--- src/rtl/ifq_pkg.sv ---
// Shared types and constants for the indexed FIFO queue.
`default_nettype none

package ifq_pkg;

   localparam int DEPTH      = 16;
   localparam int DATA_WIDTH = 32;
   localparam int IDX_W      = 4;
   localparam int COUNT_W    = 5;

   typedef enum logic [2:0] {
      CMD_APPEND = 3'd0,
      CMD_POP    = 3'd1,
      CMD_READ   = 3'd2,
      CMD_REMOVE = 3'd3,
      CMD_CLEAR  = 3'd4,
      CMD_COUNT  = 3'd5
   } cmd_type;

   typedef enum logic [1:0] {
      ST_OK    = 2'd0,
      ST_RANGE = 2'd1,
      ST_FULL  = 2'd2
   } status_type;

   typedef struct packed {
      cmd_type                 command;
      logic [IDX_W-1:0]        position;
      logic [DATA_WIDTH-1:0]   write_data;
   } req_type;

   typedef struct packed {
      status_type              status;
      logic [DATA_WIDTH-1:0]   read_data;
      logic [COUNT_W-1:0]      occupancy;
   } rsp_type;

   // Per-cell control: load from the write port or take the neighbor's word
   typedef struct packed {
      logic load;
      logic shift;
   } cell_ctrl_type;

endpackage

`default_nettype wire

--- src/rtl/ifq_cell.sv ---
// One storage cell of the shifting queue row.
`default_nettype none

module ifq_cell
   import ifq_pkg::*;
(
   input  wire logic                  clock,
   input  wire cell_ctrl_type         ctrl,
   input  wire logic [DATA_WIDTH-1:0] write_data,
   input  wire logic [DATA_WIDTH-1:0] next_data,
   output logic      [DATA_WIDTH-1:0] data
);

   logic [DATA_WIDTH-1:0] entry_ff;

   // Load a new tail word, or shift toward the head
   always_ff @(posedge clock) begin
      if (ctrl.load) begin
         entry_ff <= write_data;
      end else if (ctrl.shift) begin
         entry_ff <= next_data;
      end
   end

   assign data = entry_ff;

endmodule

`default_nettype wire

--- src/rtl/indexed_fifo_queue.sv ---
// Indexed FIFO queue: top level with cell row, command decode and result register.
//
// Usage:
//   Commands arrive on the req_ channel (req_valid, req_stall, req_item) and
//   each produces exactly one result beat on the rsp_ channel (rsp_valid,
//   rsp_stall, rsp_item) carrying status, read data and occupancy.
//   A command is executed in the cycle it is accepted; its result is registered
//   and appears on rsp_item in the next cycle. One command is taken per cycle
//   while req_stall is low, so throughput is one beat per cycle then. Pop and
//   remove move every later cell one place toward the head together, just as
//   an append loads the tail cell when the command is accepted.
//   The result register decouples the sides: a new command is accepted while
//   a result is waiting, as long as that result is taken in the same cycle.
//   When the receiver stalls with a result held, req_stall is raised and the
//   held result stays unchanged until taken.
//   Reset (synchronous, active high) empties the queue and drops any pending
//   result; stored words are not cleared, they become unreachable.
`default_nettype none

module indexed_fifo_queue
   import ifq_pkg::*;
(
   input  wire logic    clock,
   input  wire logic    reset,
   input  wire logic    req_valid,
   output logic         req_stall,
   input  wire req_type req_item,
   output logic         rsp_valid,
   input  wire logic    rsp_stall,
   output rsp_type      rsp_item
);

   logic [COUNT_W-1:0]    count_ff, count_in;
   logic                  rsp_valid_ff, rsp_valid_in;
   rsp_type               rsp_item_ff, rsp_item_in;
   logic                  accept;
   logic                  do_append, do_shift;
   logic [IDX_W-1:0]      shift_base;
   logic                  pos_ok;
   logic [DATA_WIDTH-1:0] cell_data [DEPTH];
   cell_ctrl_type         cell_ctrl [DEPTH];

   // Handshake: stall only while a held result is itself stalled
   assign req_stall = rsp_valid_ff & rsp_stall;
   assign accept    = req_valid & ~req_stall;
   assign pos_ok    = {1'b0, req_item.position} < count_ff;

   // Command decode and result formation
   always_comb begin
      count_in            = count_ff;
      rsp_item_in.status    = ST_OK;
      rsp_item_in.read_data = '0;
      do_append           = 1'b0;
      do_shift            = 1'b0;
      shift_base          = req_item.position;
      case (req_item.command)
         CMD_APPEND: begin
            if (count_ff == COUNT_W'(DEPTH)) begin
               rsp_item_in.status = ST_FULL;
            end else begin
               do_append = 1'b1;
               count_in  = count_ff + COUNT_W'(1);
            end
         end
         CMD_POP: begin
            shift_base = '0;
            if (count_ff == '0) begin
               rsp_item_in.status = ST_RANGE;
            end else begin
               rsp_item_in.read_data = cell_data[0];
               do_shift              = 1'b1;
               count_in              = count_ff - COUNT_W'(1);
            end
         end
         CMD_READ: begin
            if (!pos_ok) begin
               rsp_item_in.status = ST_RANGE;
            end else begin
               rsp_item_in.read_data = cell_data[req_item.position];
            end
         end
         CMD_REMOVE: begin
            if (!pos_ok) begin
               rsp_item_in.status = ST_RANGE;
            end else begin
               do_shift = 1'b1;
               count_in = count_ff - COUNT_W'(1);
            end
         end
         CMD_CLEAR: begin
            count_in = '0;
         end
         default: begin
         end
      endcase
      rsp_item_in.occupancy = count_in;
      rsp_valid_in          = accept | (rsp_valid_ff & rsp_stall);
   end

   // Cell row: each cell below the last takes its upper neighbor's word on a shift; the last keeps its own
   for (genvar k = 0; k < DEPTH; k++) begin : g_cell
      logic [DATA_WIDTH-1:0] next_data;

      if (k == DEPTH - 1) begin : g_last
         assign next_data = cell_data[k];
      end else begin : g_mid
         assign next_data = cell_data[k+1];
      end

      assign cell_ctrl[k].load  = accept & do_append & (count_ff == COUNT_W'(k));
      assign cell_ctrl[k].shift = accept & do_shift & (IDX_W'(k) >= shift_base);

      ifq_cell u_cell (
         .clock      (clock),
         .ctrl       (cell_ctrl[k]),
         .write_data (req_item.write_data),
         .next_data  (next_data),
         .data       (cell_data[k])
      );
   end

   // Control state
   always_ff @(posedge clock) begin
      if (reset) begin
         count_ff     <= '0;
         rsp_valid_ff <= 1'b0;
      end else begin
         if (accept) begin
            count_ff <= count_in;
         end
         rsp_valid_ff <= rsp_valid_in;
      end
   end

   // Result payload register
   always_ff @(posedge clock) begin
      if (accept) begin
         rsp_item_ff <= rsp_item_in;
      end
   end

   assign rsp_valid = rsp_valid_ff;
   assign rsp_item  = rsp_item_ff;

`ifndef SYNTHESIS
   a_count_bound: assert property (@(posedge clock) disable iff (reset)
      count_ff <= COUNT_W'(DEPTH))
      else $error("occupancy beyond capacity");

   a_clear_empties: assert property (@(posedge clock) disable iff (reset)
      accept && req_item.command == CMD_CLEAR |=> count_ff == '0 && rsp_item.occupancy == '0)
      else $error("clear did not empty the queue");

   a_pop_dec: assert property (@(posedge clock) disable iff (reset)
      accept && req_item.command == CMD_POP && count_ff != '0
      |=> count_ff == $past(count_ff) - COUNT_W'(1) && rsp_item.status == ST_OK)
      else $error("pop did not shrink the queue");

   a_rsp_held: assert property (@(posedge clock) disable iff (reset)
      rsp_valid && rsp_stall |=> rsp_valid && $stable(rsp_item))
      else $error("held result dropped");
`endif

endmodule

`default_nettype wire
--- config.mk ---
export PLATFORM = sky130hd
export DESIGN_NAME = indexed_fifo_queue
export DESIGN_NICKNAME = d
export VERILOG_FILES = /design/src/rtl/ifq_pkg.sv /design/src/rtl/ifq_cell.sv /design/src/rtl/indexed_fifo_queue.sv
export SDC_FILE = /design/constraint.sdc
export NUM_CORES = 1
export LEC_CHECK = 0
export BUFFER_PORTS_ARGS = -buffer_cell sky130_fd_sc_hd__buf_2
export CAP_MARGIN = 20
export CORE_ASPECT_RATIO = 2
export CORE_MARGIN = 2
export CORE_UTILIZATION = 40
export CTS_BUF_LIST = sky130_fd_sc_hd__clkbuf_8
export DETAILED_ROUTE_END_ITERATION = 10
export PLACE_DENSITY = 0.52
export SLEW_MARGIN = 20
export SYNTH_ARGS = -nofsm -noshare
export SYNTH_HDL_FRONTEND = slang
export SYNTH_SLANG_ARGS = --single-unit
--- constraint.sdc ---
create_clock -name clock -period 11.9 [get_ports clock]
set_clock_uncertainty 0.15 [all_clocks]
set_input_delay 1.19 -clock clock [delete_from_list [all_inputs] [get_ports clock]]
set_output_delay 1.19 -clock clock [all_outputs]
set_load 0.005 [all_outputs]
==> flow_metrics.py <==
metrics = {
    "run_status": {
        "status": "finished clean",
    },
    "global_routing": {
        "grt_use_met2_pct": 41.59,
        "grt_max_degree": 96,
        "grtUsageTotal_pct": 22.69,
        "grt_pass1_wl_microns": 117900,
        "grt.busiest_layer": "met2",
        "grt_use_met1_pct": 26.80,
        "gr-total-overflow": 0,
        "grt_use_met3_pct": 2.713,
        "grt_pass1_vias": 17106,
        "antenna_found_initial": 5,
    },
    "die": {
        "dieArea_sq_um": 72020,
        "dieWidth_microns": 190.8,
        "design.core.area_sq_um": 69420,
        "initial_core_util_pct": 40.20,
        "io_pins": 84,
        "dieHeight_microns": 377.5,
        "num_rows": 137,
    },
    "clock_network": {
        "cts_tree": "built",
        "hold_buffers": 0,
        "h-tree-depth": 3,
        "clk_latency_ns": 0.70,
        "path_clk_slew_ns": 0.06,
        "cts.path.max_buffers": 3,
        "clockRootBuffer": "clkbuf_8",
        "ctsResizeCount": 0,
        "clock_sinks": 557,
        "postCtsSetupRepairBufs": 0,
        "cts_buffers": 83,
    },
    "worst_setup_path": {
        "endpoint_kind": "flip-flop",
        "critical_path_required_ns": 12.11,
        "ff2ff_setup_slack_ns": 7.51,
        "slowest_stage": "o21ai_4",
        "cp.arrival_ns": 4.79,
        "r2r-start": "count_ff[2]",
        "path_cells": "buf_4, ha_1, a21oi_1, o21a_1, a21oi_1, nand2b_2, o21ai_4, buf_4",
        "rr_endpoint": "g_cell[13].u_cell.data[15]",
        "endpoint": "g_cell[13].u_cell.data[15]",
        "startpoint": "req_item[34]",
        "crit_type": "in -> reg",
        "start_kind": "input port",
        "rr_worst_depth": 8,
        "max_stage_delay_ns": 0.87,
        "cp_max_fo": 76,
    },
    "timing": {
        "maxSlewViolCount": 0,
        "maxSlewHeadroom_pct": 27.10,
        "fin_hold_ws_ns": 0.4123,
        "min_period_over_period_pct": 38.48,
        "max_slew.worst_pin.slew_ns": 1.093,
        "hold_viol_final": 0,
        "setup_violations": 0,
        "grt_setup_unrepaired": "no",
        "fin_crit_ns": 4.579,
        "finalSetupTns_ns": 0,
        "fmax_ghz": 0.2184,
    },
    "cells_and_area": {
        "register_area_sq_um": 16670,
        "fillers": 6151,
        "multi_input_area_sq_um": 10740,
        "layout_commonest_cell": "edfxtp_1",
        "nNetsFinal": 1745,
        "area_delta_synth_final_pct": 10.29,
        "final_cell_mix": "551 x edfxtp_1, 427 x mux2_2, 128 x mux4_2",
        "final_cell_area_sq_um": 30780,
        "layout-drive-gt1-share_pct": 46.71,
    },
    "synth": {
        "synth_seq_cells": 557,
        "synth_cell_types": 56,
        "async_flop_share_pct": 0,
        "ys_warn_count": 0,
        "seq_area_frac_synth_pct": 59.72,
        "avgSynthCellArea_sq_um": 17.07,
        "synth_cells": 1635,
        "synth_fp_nets": 1687,
        "synth_edf_count": 551,
        "synthFlopType": "edfxtp_1",
        "syn_area_sq_um": 27910,
    },
    "route": {
        "first_pass_iters": 5,
        "drt_iter0_markers": 1159,
        "drc": 0,
        "num_vias": 15704,
        "antenna_left": 0,
        "via_per_inst": 5.917,
        "avgRoutedWirePerCell_microns": 30.15,
        "wirelength_microns": 80010,
    },
    "place": {
        "io_buffers": 83,
        "place_hpwl_microns": 49170,
        "placed_area_sq_um": 29280,
        "gp_congestion": 0.8035,
    },
    "power": {
        "irDropWorstVdd_mv": 0.1032,
        "leakagePower_nw": 10.22,
        "p_per_area_nw_per_um2": 131.3,
    },
    "flow_run": {
        "cap_viol_max_count": 0,
    },
    "min_path": {
        "min_path_type": "reg -> reg",
    },
}
## layer usage
metal | vias to the layer above | part of all wire (%)
li1 | 6750 | -
met1 | 8273 | 38
met2 | 522 | 54
met3 | 159 | 4.1
met4 | 0 | 3.1
met5 | - | 0
## worst min path at each step
stage	endpoint	slack, ns	cells past startpoint	startpoint
floorplan	g_cell[12].u_cell.data[0]	0.38	1	g_cell[13].u_cell.data[0]
global placement	g_cell[9].u_cell.data[28]	0.39	1	g_cell[10].u_cell.data[28]
detailed placement	g_cell[9].u_cell.data[28]	0.40	1	g_cell[10].u_cell.data[28]
CTS	g_cell[11].u_cell.data[18]	0.41	1	g_cell[12].u_cell.data[18]
global route	g_cell[9].u_cell.data[24]	0.42	1	g_cell[10].u_cell.data[24]
finish	g_cell[9].u_cell.data[24]	0.41	1	g_cell[10].u_cell.data[24]
## through the flow
step	power, mW	setup slack [ns]	cells	util, %
after global placement	2.577	6.571	2511	42.18
after CTS	4.093	7.384	2652	44.33
after detailed placement	2.582	6.639	2511	42.18
after floorplan	2.451	6.169	1635	-
after global routing	4.182	7.152	2654	44.33
final	4.040	7.321	2654	44.33
## cell usage after synthesis (all sizes together) (17+ instances only)
library cell | instances | area share, %
o21ai | 23 | 0.41
and2 | 40 | 0.90
nor2 | 18 | 0.24
buf | 70 | 1.4
mux4 | 128 | 10
mux2i | 34 | 1.2
mux2 | 481 | 19
a22o | 33 | 1.0
clkbuf | 75 | 1.0
nand2 | 17 | 0.31
edfxtp | 551 | 59
a21oi | 43 | 0.77
a211oi | 34 | 0.91
## kinds of logic after synthesis
family / share of synthesized area (%)
DFF: 59.72
AOI/OAI and AO/OA: 3.896
buffers and inverters: 2.533
xor gates and xnor gates: 0.03139
muxes: 30.96
and+or+nand+nor: 2.453
adders and majority gates: 0.4035
## report_power, final
| group | internal, mW | leakage [nW] | total (mW) | switching, mW |
|---|---|---|---|---|
| Combinational | 0.123 | 4.32 | 0.315 | 0.192 |
| Clock | 0.728 | 0.827 | 1.50 | 0.775 |
| Sequential | 2.19 | 5.07 | 2.22 | 0.0285 |
## worst max-delay path, delay by kind of cell
family,cells,cell delay [ns]
compound gates,4,1.46
simple gates,1,0.67
fa+ha+maj,1,0.38
buf+inv,2,1.04
## sequential cells by signal, summed over array words and instances (netlist names)
register,cells
count_ff,5
rsp_item,39
rsp_valid,1
g_cell.u_cell.data,512
## final cells by class
cell class              instances  area share, %
clock inverters                56          1.045
diodes                          2        0.01626
multi-input cells             922          34.88
flip-flops and latches        557          54.15
inverters                      11         0.1342
well taps                     903          3.671
repair buffers                118          2.301
clock buffers                  85          3.801
(Power assumes the default switching activity.)
